File: src/design/tssa_pkg.sv
// Shared constants and types for the transport stream packet aligner.
package tssa_pkg;

  // Default packet length in bytes (plain transport stream packets).
  localparam int unsigned PACKET_LEN_DEF = 188;

  // Sync byte that opens every packet.
  localparam logic [7:0] TS_SYNC = 8'h47;

  // Saturation value of the skipped-byte tally.
  localparam logic [15:0] SKIP_MAX = 16'hffff;

  // One result: a packet byte plus the header fields of the packet start.
  typedef struct packed {
    logic [7:0]  data;
    logic        start;
    logic        last;
    logic [15:0] skipped;
    logic        error;
    logic        unit_start;
    logic        priority_bit;
    logic [12:0] pid;
    logic [1:0]  scramble;
    logic [1:0]  adapt;
    logic [3:0]  cont;
  } tssa_result_t;

  // Fixed taps of the delay line that the framer looks at.
  typedef struct packed {
    logic [7:0] head;
    logic [7:0] hdr1;
    logic [7:0] hdr2;
    logic [7:0] hdr3;
  } tssa_taps_t;

endpackage

File: src/design/ts_packet_sync_aligner.sv
// Top level of the transport stream packet aligner with its result register.
//
// Raw stream bytes arrive on the in_ channel, one byte per request, and
// aligned packet bytes leave on the out_ channel. A sync byte opens a packet
// only when the byte PACKET_LEN positions later is also a sync byte; all
// bytes outside confirmed packets are dropped. The packet start carries the
// parsed header fields and the number of non-sync bytes skipped before it.
// The first PACKET_LEN bytes after reset only fill the delay line and give
// no result. A result appears on the out_ channel in the cycle after the byte
// that releases it is accepted. Throughput is one byte per clock unless the
// receiver stalls: each accepted byte moves the packet-long shift line by
// one position and the framer decides on the head byte in the same cycle.
// When the receiver stalls while a result is held, in_stall rises in the
// same cycle and no byte is taken until the result is delivered.
// Synchronous reset clears the fill count, the packet state, the skip tally
// and the result valid flag; the delay line contents need no reset.
module ts_packet_sync_aligner #(
  parameter int unsigned PACKET_LEN = tssa_pkg::PACKET_LEN_DEF
) (
  input  logic        clk,
  input  logic        rst_n,
  input  logic        in_valid,
  output logic        in_stall,
  input  logic [7:0]  in_data_byte,
  output logic        out_valid,
  input  logic        out_stall,
  output logic [7:0]  out_byte,
  output logic        out_packet_start,
  output logic        out_packet_last,
  output logic [15:0] out_skipped_count,
  output logic        out_error_flag,
  output logic        out_unit_start,
  output logic        out_priority_bit,
  output logic [12:0] out_pid_value,
  output logic [1:0]  out_scramble_ctl,
  output logic [1:0]  out_adapt_ctl,
  output logic [3:0]  out_cont_counter
);
  import tssa_pkg::*;

  logic         push;
  tssa_taps_t   taps;
  logic         res_valid;
  tssa_result_t res;
  logic         out_valid_r;
  tssa_result_t out_r;
  logic         load;

  // Take a byte unless a held result is stalled.
  assign in_stall = out_valid_r && out_stall;
  assign push     = in_valid && !in_stall;
  assign load     = !out_valid_r || !out_stall;

  tssa_delay_line #(.PACKET_LEN(PACKET_LEN)) u_line (
    .clk     (clk),
    .push    (push),
    .data_in (in_data_byte),
    .taps    (taps)
  );

  tssa_framer #(.PACKET_LEN(PACKET_LEN)) u_framer (
    .clk       (clk),
    .rst_n     (rst_n),
    .push      (push),
    .data_in   (in_data_byte),
    .taps      (taps),
    .res_valid (res_valid),
    .res       (res)
  );

  // Result register valid flag.
  always_ff @(posedge clk) begin
    if (!rst_n) begin
      out_valid_r <= 1'b0;
    end else if (load) begin
      out_valid_r <= res_valid;
    end
  end

  // Result register payload.
  always_ff @(posedge clk) begin
    if (load) begin
      out_r <= res;
    end
  end

  assign out_valid         = out_valid_r;
  assign out_byte          = out_r.data;
  assign out_packet_start  = out_r.start;
  assign out_packet_last   = out_r.last;
  assign out_skipped_count = out_r.skipped;
  assign out_error_flag    = out_r.error;
  assign out_unit_start    = out_r.unit_start;
  assign out_priority_bit  = out_r.priority_bit;
  assign out_pid_value     = out_r.pid;
  assign out_scramble_ctl  = out_r.scramble;
  assign out_adapt_ctl     = out_r.adapt;
  assign out_cont_counter  = out_r.cont;

  // A packet start always carries the sync byte.
  a_start_is_sync: assert property (@(posedge clk) disable iff (!rst_n)
    out_valid && out_packet_start |-> out_byte == TS_SYNC)
    else $error("packet start without sync byte");

  // A packet cannot open and close on the same byte.
  a_start_not_last: assert property (@(posedge clk) disable iff (!rst_n)
    out_valid && out_packet_start |-> !out_packet_last)
    else $error("packet start and last on one byte");

  // Header fields are zero away from the packet start; this checks the skipped count and PID.
  a_hdr_zero: assert property (@(posedge clk) disable iff (!rst_n)
    out_valid && !out_packet_start |-> out_skipped_count == 16'd0 && out_pid_value == 13'd0)
    else $error("header fields set on a non-start byte");

  // A stalled result is held and not lost.
  a_hold_blocks_input: assert property (@(posedge clk) disable iff (!rst_n)
    out_valid && out_stall |=> out_valid)
    else $error("stalled result was lost");

endmodule

File: src/design/tssa_delay_line.sv
// Byte-wide shift line one packet long, with taps on the four oldest bytes.
module tssa_delay_line #(
  parameter int unsigned PACKET_LEN = tssa_pkg::PACKET_LEN_DEF
) (
  input  logic               clk,
  input  logic               push,
  input  logic [7:0]         data_in,
  output tssa_pkg::tssa_taps_t taps
);
  import tssa_pkg::*;

  logic [7:0] line_r [PACKET_LEN];

  // Each accepted byte shifts the line by one; the newest byte enters at the end.
  always_ff @(posedge clk) begin
    if (push) begin
      for (int unsigned i = 0; i < PACKET_LEN - 1; i++) begin
        line_r[i] <= line_r[i + 1];
      end
      line_r[PACKET_LEN - 1] <= data_in;
    end
  end

  // The oldest byte and the three header bytes behind it.
  assign taps.head = line_r[0];
  assign taps.hdr1 = line_r[1];
  assign taps.hdr2 = line_r[2];
  assign taps.hdr3 = line_r[3];

endmodule

File: src/design/tssa_framer.sv
// Sync hunting, packet counting and header parsing for the aligner.
module tssa_framer #(
  parameter int unsigned PACKET_LEN = tssa_pkg::PACKET_LEN_DEF
) (
  input  logic                   clk,
  input  logic                   rst_n,
  input  logic                   push,
  input  logic [7:0]             data_in,
  input  tssa_pkg::tssa_taps_t   taps,
  output logic                   res_valid,
  output tssa_pkg::tssa_result_t res
);
  import tssa_pkg::*;

  localparam int unsigned CNT_W = $clog2(PACKET_LEN + 1);

  logic [CNT_W-1:0] fill_r, fill_nxt;
  logic [CNT_W-1:0] offset_r, offset_nxt;
  logic             in_pkt_r, in_pkt_nxt;
  logic [15:0]      tally_r, tally_nxt;

  logic full;
  logic sync_pair;

  assign full      = (fill_r == CNT_W'(PACKET_LEN));
  assign sync_pair = (taps.head == TS_SYNC) && (data_in == TS_SYNC);

  // Next state: fill the line, then hunt for a confirmed sync or count out a packet.
  always_comb begin
    fill_nxt   = fill_r;
    offset_nxt = offset_r;
    in_pkt_nxt = in_pkt_r;
    tally_nxt  = tally_r;
    if (push) begin
      if (!full) begin
        fill_nxt = fill_r + CNT_W'(1);
      end else if (!in_pkt_r) begin
        if (sync_pair) begin
          tally_nxt  = '0;
          in_pkt_nxt = 1'b1;
          offset_nxt = CNT_W'(1);
        end else if ((taps.head != TS_SYNC) && (tally_r != SKIP_MAX)) begin
          tally_nxt = tally_r + 16'd1;
        end
      end else if (offset_r >= CNT_W'(PACKET_LEN - 1)) begin
        in_pkt_nxt = 1'b0;
        offset_nxt = '0;
      end else begin
        offset_nxt = offset_r + CNT_W'(1);
      end
    end
  end

  // Result: the head byte, with header fields only on the packet start.
  always_comb begin
    res       = '0;
    res.data  = taps.head;
    res_valid = 1'b0;
    if (push && full) begin
      if (!in_pkt_r) begin
        if (sync_pair) begin
          res_valid        = 1'b1;
          res.start        = 1'b1;
          res.skipped      = tally_r;
          res.error        = taps.hdr1[7];
          res.unit_start   = taps.hdr1[6];
          res.priority_bit = taps.hdr1[5];
          res.pid          = {taps.hdr1[4:0], taps.hdr2};
          res.scramble     = taps.hdr3[7:6];
          res.adapt        = taps.hdr3[5:4];
          res.cont         = taps.hdr3[3:0];
        end
      end else begin
        res_valid = 1'b1;
        res.last  = (offset_r >= CNT_W'(PACKET_LEN - 1));
      end
    end
  end

  // State registers.
  always_ff @(posedge clk) begin
    if (!rst_n) begin
      fill_r   <= '0;
      offset_r <= '0;
      in_pkt_r <= 1'b0;
      tally_r  <= '0;
    end else begin
      fill_r   <= fill_nxt;
      offset_r <= offset_nxt;
      in_pkt_r <= in_pkt_nxt;
      tally_r  <= tally_nxt;
    end
  end

endmodule

File: config.mk
export PLATFORM = sky130hd
export DESIGN_NAME = ts_packet_sync_aligner
export DESIGN_NICKNAME = d
export VERILOG_FILES = /design/src/design/tssa_pkg.sv /design/src/design/ts_packet_sync_aligner.sv /design/src/design/tssa_delay_line.sv /design/src/design/tssa_framer.sv
export SDC_FILE = /design/constraint.sdc
export NUM_CORES = 1
export LEC_CHECK = 0
export BUFFER_PORTS_ARGS = -buffer_cell sky130_fd_sc_hd__buf_2
export CAP_MARGIN = 40
export CORE_ASPECT_RATIO = 0.8
export CORE_MARGIN = 1
export CORE_UTILIZATION = 55
export CTS_BUF_LIST = sky130_fd_sc_hd__clkbuf_8 sky130_fd_sc_hd__clkbuf_16
export CTS_CLUSTER_DIAMETER = 120
export CTS_CLUSTER_SIZE = 14
export DETAILED_ROUTE_END_ITERATION = 8
export PLACE_DENSITY_LB_ADDON = 0.25
export SYNTH_ARGS = -nofsm -noshare
export SYNTH_HDL_FRONTEND = slang
export SYNTH_SLANG_ARGS = --single-unit
File: constraint.sdc
create_clock -name clk -period 85.4 [get_ports clk]
set_clock_uncertainty 0.1 [all_clocks]
set_input_delay 4.27 -clock clk [delete_from_list [all_inputs] [get_ports clk]]
set_output_delay 4.27 -clock clk [all_outputs]
set_load 0.02 [all_outputs]
; Word-level counts from Yosys, hierarchy flattened
; Memories as Yosys holds them, arrays and structs flattened.
; Cells that the tools add are included.
[classes]
add_sub_neg = 3
multipliers = 0
n_div = 0
magnitude_cmp = 1
n_eq_ne = 5
shift = 0
mux = 12
bitwise_logic = 4
n_reduce_logical = 18
[op_table]
columns = op, n
row1 = two-way mux 16 bit, 2
row2 = two-way mux 8 bit, 3
row3 = adder 16 x 1 -> 16 bit (second input constant), 1
row4 = adder 8 x 1 -> 8 bit (second input constant), 2
row5 = == test 8 x 7 -> 1 bit (second input constant), 2
row6 = != test 16 bit (second input constant), 1
row7 = == test 8 bit (second input constant), 1
row8 = >= comparator 8 bit (second input constant), 1
row9 = != test 8 x 7 -> 1 bit (second input constant), 1
row10 = two-way mux 1 bit, 7
row11 = AND reduction 2 bit, 3
row12 = logical AND 1 bit, 5
row13 = NOT 1 bit, 4
row14 = AND reduction 4 bit, 1
row15 = nonzero test 2 bit, 2
row16 = zero test 1 bit, 3
row17 = AND reduction 3 bit, 1
row18 = OR reduction 3 bit, 1
row19 = OR reduction 2 bit, 1
row20 = logical OR 1 bit, 1
[word_totals]
ff_bits = 84
latchBits = 0
ram_bits = 1504
rom_bits = 0
inputBits = 12
out_inout_bits = 52
elab_cells = 60
n_memories = 1
[memory_table]
columns = name, depth, width, read_ports, rd_ports_with_merged_regs, wr, line_no
row1 = u_line.line_r, 188, 8, 188, 0, 188, tssa_delay_line.sv:12  ; logic [7:0] line_r [PACKET_LEN];

; Depth between registers and ports, before layout
; Gate-level depths: netlist (run 1).
[depth]
ltp_word = 6
ltp_mapped = 8
depth_no_buf = 7

; Cells and area by module
; Synthesis (run 1) repeated with hierarchy kept, for this count alone.
[hier_totals]
cells_unflattened = 1862
hier_area_um2 = 49125.9
[by_module_without_submodules]
columns = module, instances, cells_per_inst, area_each_um2, seq_area_each_um2
row1 = tssa_delay_line, 1, 1536, 45403.5, 45163.3
row2 = tssa_framer, 1, 271, 2174.6, 660.6
row3 = ts_packet_sync_aligner, 1, 55, 1547.7, 1521.5

; Least setup slack after synthesis (run 1)
; Ideal clock, no wire load.
[synth_path]
path_type = in2reg
from = input in_valid
to = register u_framer.offset_r[7]
t_arrival_ns = 38.334
t_required_ns = 85.229
slack_ns = 46.896
stages = 5
cell_sequence = a21bo_2 -> inv_1 -> nand4_1 -> or4_1 -> a21oi_1
[synth_via]
elab_chain_cells = 2
[synth_lines]
columns = element, line_no
row1 = from (decl), ts_packet_sync_aligner.sv:22  ; input logic in_valid,
row2 = logical AND 1 bit, ts_packet_sync_aligner.sv:51  ; assign push = in_valid && !in_stall;
row3 = named net push, ts_packet_sync_aligner.sv:41  ; logic push;
row4 = AND reduction 3 bit (no line), --
row5 = to (signal assigned), tssa_framer.sv:89  ; offset_r <= offset_nxt;
row6 = to (decl), tssa_framer.sv:18  ; logic [CNT_W-1:0] offset_r, offset_nxt;
; The timed path passes the listed nets, and every way through them passes these cells.
; A chain may end at the register's enable or synchronous reset.

; Worst setup path in the final report (run 1)
[layout_path]
from = input out_stall
to = output in_stall
[layout_via]
elab_chain_cells = 1
[layout_lines]
columns = element, line_no
row1 = from (decl), ts_packet_sync_aligner.sv:26  ; input logic out_stall,
row2 = logical AND 1 bit, ts_packet_sync_aligner.sv:50  ; assign in_stall = out_valid_r && out_stall;
row3 = to (decl), ts_packet_sync_aligner.sv:23  ; output logic in_stall,
; Every way passes these cells.

==> reports/results.ini, run 1 <==
[setup_path]
crit_path_start_kind=input port
r2r_slack_ns=80.91
r2r.worst_path.cells=7
crit_arrival_ns=5.25
end_kind=output pin
max_stage_delay_ns=0.48
timing.rr.end=u_line.line_r[168][1]
worst-path-max-fanout=52
r2r_start=out_valid
required_ns=81.03
crit_top_cell=buf_2
critPathKind=in2out
crit_path_top_delay_cell=buf_4
worstPathCellList=buf_2, nand2_2, buf_4, inv_1, buf_2

[clock_network]
cts_made_buffers=131
root_buffer=clkbuf_16
post_cts_resized=0
htree_levels=4
clkSinkCount=1588
clk_pin_slew_worst_paths_ns=0.06
clock_path_buffers=3
clock_latency_ns=0.72
cts_tree=done
cts_setup_buffers=0
postCtsHoldBufs=0

[global_routing]
grt_pass1_wl_um=88400
grt_max_degree=207
grt-ovfl-total=0
grt_pass1_vias=16100
antenna_found_initial=0
grtUsageTotal_pct=12.5

[placement]
portBuffers=63
finalWeightedCongestion=0.734
place_inst=3096
dpl-instance-area_um2=51000
dp_hpwl_um=24000

[yosys]
synth_edf_count=1554
synth_top_cells_by_area=edfxtp_1 95%, dfxtp_1 1.4%, and3_1 0.58%, nand2_1 0.24%, a21oi_1 0.15%
synth_cell_types=54
seq_area_frac_synth_pct=96.8
yosys_register_bits=1588
avgSynthCellArea_um2=26.6
synth_area_um2=48900
synthFlopType=edfxtp_1
async_flop_share_pct=0
yosysTopAreaCellShare_pct=95.4
yosysTopAreaCell=edfxtp_1
yosys_warnings=0
postSynthCellCount=1842
synthesis.nets=1858

[drt]
dr.pass1.iters=5
met1_length_um=29000
route.met2.wl_um=22000
vias_per_cell=5.16
ant_nets=0
vias=16800
met3WireLength_um=2360
dr.max_layer_used=met4
post_drt_wl_per_cell_um=16.9
drc=0
drt_iter0_drc=1603
drt-total-wl_um=54900

[timing]
finalCriticalPeriod_ns=9.62
rsz0062_at_grt=no
hold-worst-slack_ns=0.306
relSlewSlack_pct=25.0
setup_viol=0
period_share_pct=11.3
tightest_slew_ns=1.13
final-hold-violation-count=0
fmax_ghz=0.104
fin_tns_setup_ns=0
drv_slew=0

[floorplan]
rows=97
ios=64
die_area_um2=90100
die-height_um=269
start_util_pct=55.7
die_x_um=335
core_area_um2=87900

[final_layout]
finalNonFillerCells=3250
design_area_um2=54600
drive_gt1_share_pct=12.2
num_antenna_cells=0
fillCellCount=5769
nets=2058
multi_input_area_um2=1460
areaGrowthSynthToFinish_pct=11.5
regArea_um2=47300

[status]
outcome=complete, no violations

[power]
peakVddDrop_mv=0.0178
p_total_mw=1.45
pwr_density_cell_nw_per_um2=26.7
leakage_nw=18.5

[job]
drv_cap=0

[worst_hold_path]
hp-class=reg2reg
hold_path_end=u_line.line_r[30][4]
min_from=u_line.line_r[31][4]
worstHoldPathCells=0

cells in the mapped netlist (8+ instances only):
library cell     n
clkbuf_1        17
nand2_1         31
or4_1           10
a31oi_1          9
nand4_1          9
dfxtp_1         34
o21ai_0          8
nor2_1          10
a21oi_1         15
edfxtp_1      1554
and3_1          45
o211ai_1        10
nand3_1         15
cell families (layout without fill, tap and decap cells):
logic type               Yosys count  after routing  synth area share [%]
AO/OA/AOI/OAI                     61             61                 0.831
flip-flops                      1588           1588                  96.8
adder cells (fa/ha/maj)            4              4                 0.102
AND/OR/NAND/NOR                  155            155                  1.94
multiplexers                       1              1                0.0205
XOR/XNOR                           5              5                0.0895
buffers and inverters             28            248                 0.235
per-layer routing:
metal	track usage [%]	up-vias
met2	15.7	326
met1	20.7	8528
met5	0	-
li1	-	7793
met3	2.85	124
met4	5.80	0
worst max-delay path: cells and delay by family:
kind	cells	cell delay, ns
and+or+nand+nor	1	0.05
buffers and inverters	4	0.86
layout make-up:
class,count,area share [%]
clock buffer,132,6.05
clock inverter,21,0.491
inverter,8,0.0688
multi-input combinational,226,2.68
sequential,1588,86.8
tap,1188,2.72
timing repair buffer,87,1.21
cell usage in the layout (no fill, tap or decap), types with 7 or more instances in the layout:
master	instances
a31oi_1	9
dfxtp_1	34
edfxtp_1	1554
o21ai_0	8
clkbuf_16	132
o211ai_1	10
buf_4	15
nand2_1	30
nor2_1	10
and3_1	45
nor3_1	7
or4_1	10
nand3_1	15
a21oi_1	15
nand4_1	9
inv_1	12
buf_2	63
buf_16	7
power by group:
group / internal, mW / leakage, nW / switching (mW)
logic: 0.00257 / 1.12 / 0.0144
registers: 0.903 / 15.6 / 0.0125
clock network: 0.278 / 1.77 / 0.244
total: 1.18 / 18.5 / 0.271
registers in the layout (all words and copies together) (netlist names):
| register | cells |
|---|---|
| u_line.line_r | 1504 |
| out_skipped_count | 16 |
| u_framer.tally_r | 16 |
| out_pid_value | 13 |
| out_byte | 8 |
| u_framer.fill_r | 8 |
| u_framer.offset_r | 8 |
| out_cont_counter | 4 |
| out_adapt_ctl | 2 |
| out_scramble_ctl | 2 |
| out_error_flag | 1 |
| out_packet_last | 1 |
| out_packet_start | 1 |
| out_priority_bit | 1 |
| out_unit_start | 1 |
| out_valid | 1 |
| u_framer.in_pkt_r | 1 |
how the worst max path moves through the flow:
stage | startpoint | end | slack [ns] | cells after the start
after global routing | out_stall | in_stall | 75.70 | 5
after detailed placement | out_stall | in_stall | 75.75 | 5
after floorplan | in_valid | u_framer.offset_r[7] | 46.90 | 5
after global placement | out_stall | in_stall | 75.76 | 5
final | out_stall | in_stall | 75.78 | 5
after CTS | out_stall | in_stall | 75.75 | 5
metrics by stage:
stage,setup WS (ns),utilization [%]
2_1_floorplan,46.90,-
3_3_place_gp,75.76,57.8
3_5_place_dp,75.75,58.0
4_1_cts,75.75,62.1
5_1_grt,75.70,62.1
6_report,75.78,62.1
Power figures use the tool's default switching activity.
==> run 2, diff against run 1 <==
Clock period 85.4 ns to 8.8 ns, I/O delays scaled along.
==> reports/results.ini, run 2 (synthesized netlist as in run 1, its figures left out) <==
[status]
outcome=complete, no violations

[timing]
setup_slack_ns=5.56
relSlewSlack_pct=25.6
hold-worst-slack_ns=0.236
fmax_ghz=0.309
fin_tns_setup_ns=0
drv_slew=0
tightest_slew_ns=1.12
rsz0062_at_grt=no
final-hold-violation-count=0
period_share_pct=36.8
setup_viol=0
finalCriticalPeriod_ns=3.24

[floorplan]
start_util_pct=55.7
ios=64
rows=97
die-height_um=269
die_x_um=335
die_area_um2=90100
core_area_um2=87900

[setup_path]
end_kind=flip-flop
r2r.worst_path.cells=4
worstPathCellList=a21bo_4, clkinvlp_4, buf_4, buf_12
crit_arrival_ns=3.44
max_stage_delay_ns=0.70
required_ns=9.01
crit_start=out_valid
crit_path_top_delay_cell=buf_4
worst-path-max-fanout=207
crit_path_start_kind=flip-flop
path_buf_inv=3
critPathKind=reg2reg
crit_family=buffers and inverters
r2r_start=out_valid
cp_num_cells=4

[final_layout]
drive_gt1_share_pct=11.8
top_register=u_line.line_r
fillCellCount=5756
multi_input_area_um2=1470
nets=2061
mostFrequentLayoutCell=edfxtp_1
design_area_um2=54600
largest_reg_flops=1504
regArea_um2=47300
mostFrequentLayoutCells=1554 x edfxtp_1, 135 x clkbuf_16, 63 x buf_2
areaGrowthSynthToFinish_pct=11.5

[job]
drv_cap=0

[drt]
post_drt_wl_per_cell_um=17.1
vias_per_cell=5.19
drt_iter0_drc=1666
drc=0
ant_nets=0
vias=16900
drt-total-wl_um=55800
dr.pass1.iters=5

[power]
swShare_pct=18.4
pwr-share-clk_pct=35.9
leakage_nw=18.5
power_frac_seq_pct=62.9
pwr_density_cell_nw_per_um2=259
p_int_mw=11.5
peakVddDrop_mv=0.160
switching_power_mw=2.60
combinationalPowerShare_pct=1.2

[placement]
dpl-instance-area_um2=50900
portBuffers=63
finalWeightedCongestion=0.754
dp_worst_setup_slack_ns=5.30
dp_hpwl_um=24600

[clock_network]
clock_latency_ns=0.70
clk_pin_slew_worst_paths_ns=0.06
cts_tree=done
cts_made_buffers=131
cts_setup_buffers=0
root_buffer=clkbuf_16
htree_levels=4
clock_path_buffers=3
clkSinkCount=1588

[worst_hold_path]
min_from=out_stall
hp-class=in2reg
worstHoldPathCells=5

[global_routing]
grt-ovfl-total=0
antenna_found_initial=2
grt_max_degree=221
grt_pass1_vias=16200
grtUsageTotal_pct=12.7
grt_pass1_wl_um=89600

-- run 2: power groups by stage --
| stage | sequential [mW] | combinational [mW] | clock (mW) |
|---|---|---|---|
| after detailed placement | 9.03 | 0.167 | 0 |
| after global placement | 9.03 | 0.153 | 0 |
| final | 8.88 | 0.164 | 5.07 |
| after global routing | 8.92 | 0.182 | 5.53 |
| after CTS | 8.89 | 0.168 | 5.26 |
| after floorplan | 9.28 | 0.111 | 0 |
-- run 2: tightest hold or removal path: cells and delay by family --
kind                   cells  cell delay, ns
AO/OA/AOI/OAI              2            0.27
XOR/XNOR                   1            0.14
buffers and inverters      1            0.10
AND/OR/NAND/NOR            1            0.04
-- run 2: path summary, 6_finish.rpt --
kind                            slack (ns)                     to
worst max register to register        5.56   u_line.line_r[74][4]
worst min-delay path                  0.24     u_framer.fill_r[0]
worst min register to register        0.30  u_line.line_r[164][2]
worst max-delay path                  5.56   u_line.line_r[74][4]
-- run 2: repair_timing --
item | 4_1_cts | 5_1_grt
endpoints found under the hold margin | 10 | 0
resized for setup | 0 | 0
hold buffers | 9 | 0
-- run 2: layout make-up --
type | instances | share of cell area [%]
Inverter | 8 | 0.0619
Clock buffer | 135 | 6.19
Multi-Input combinational cell | 226 | 2.69
Sequential cell | 1588 | 86.8
Tap cell | 1188 | 2.72
Timing Repair Buffer | 90 | 1.24
Clock inverter | 20 | 0.326
Antenna cell | 1 | 0.00459
-- run 2: per-stage QoR --
| step | util (%) | total power, mW | std cells |
|---|---|---|---|
| 2_1_floorplan | - | 9.39 | 1842 |
| 3_3_place_gp | 57.9 | 9.18 | 3088 |
| 3_5_place_dp | 57.9 | 9.20 | 3091 |
| 4_1_cts | 62.1 | 14.3 | 3255 |
| 5_1_grt | 62.1 | 14.6 | 3255 |
| 6_report | 62.1 | 14.1 | 3256 |
-- run 2: layer usage --
layer / global-route usage, % / part of all wire [%] / vias up
met5: 0 / 0 / -
met4: 5.01 / 2.2 / 0
met3: 3.24 / 4.8 / 111
met2: 16.1 / 41 / 330
met1: 21.0 / 52 / 8648
li1: - / - / 7799
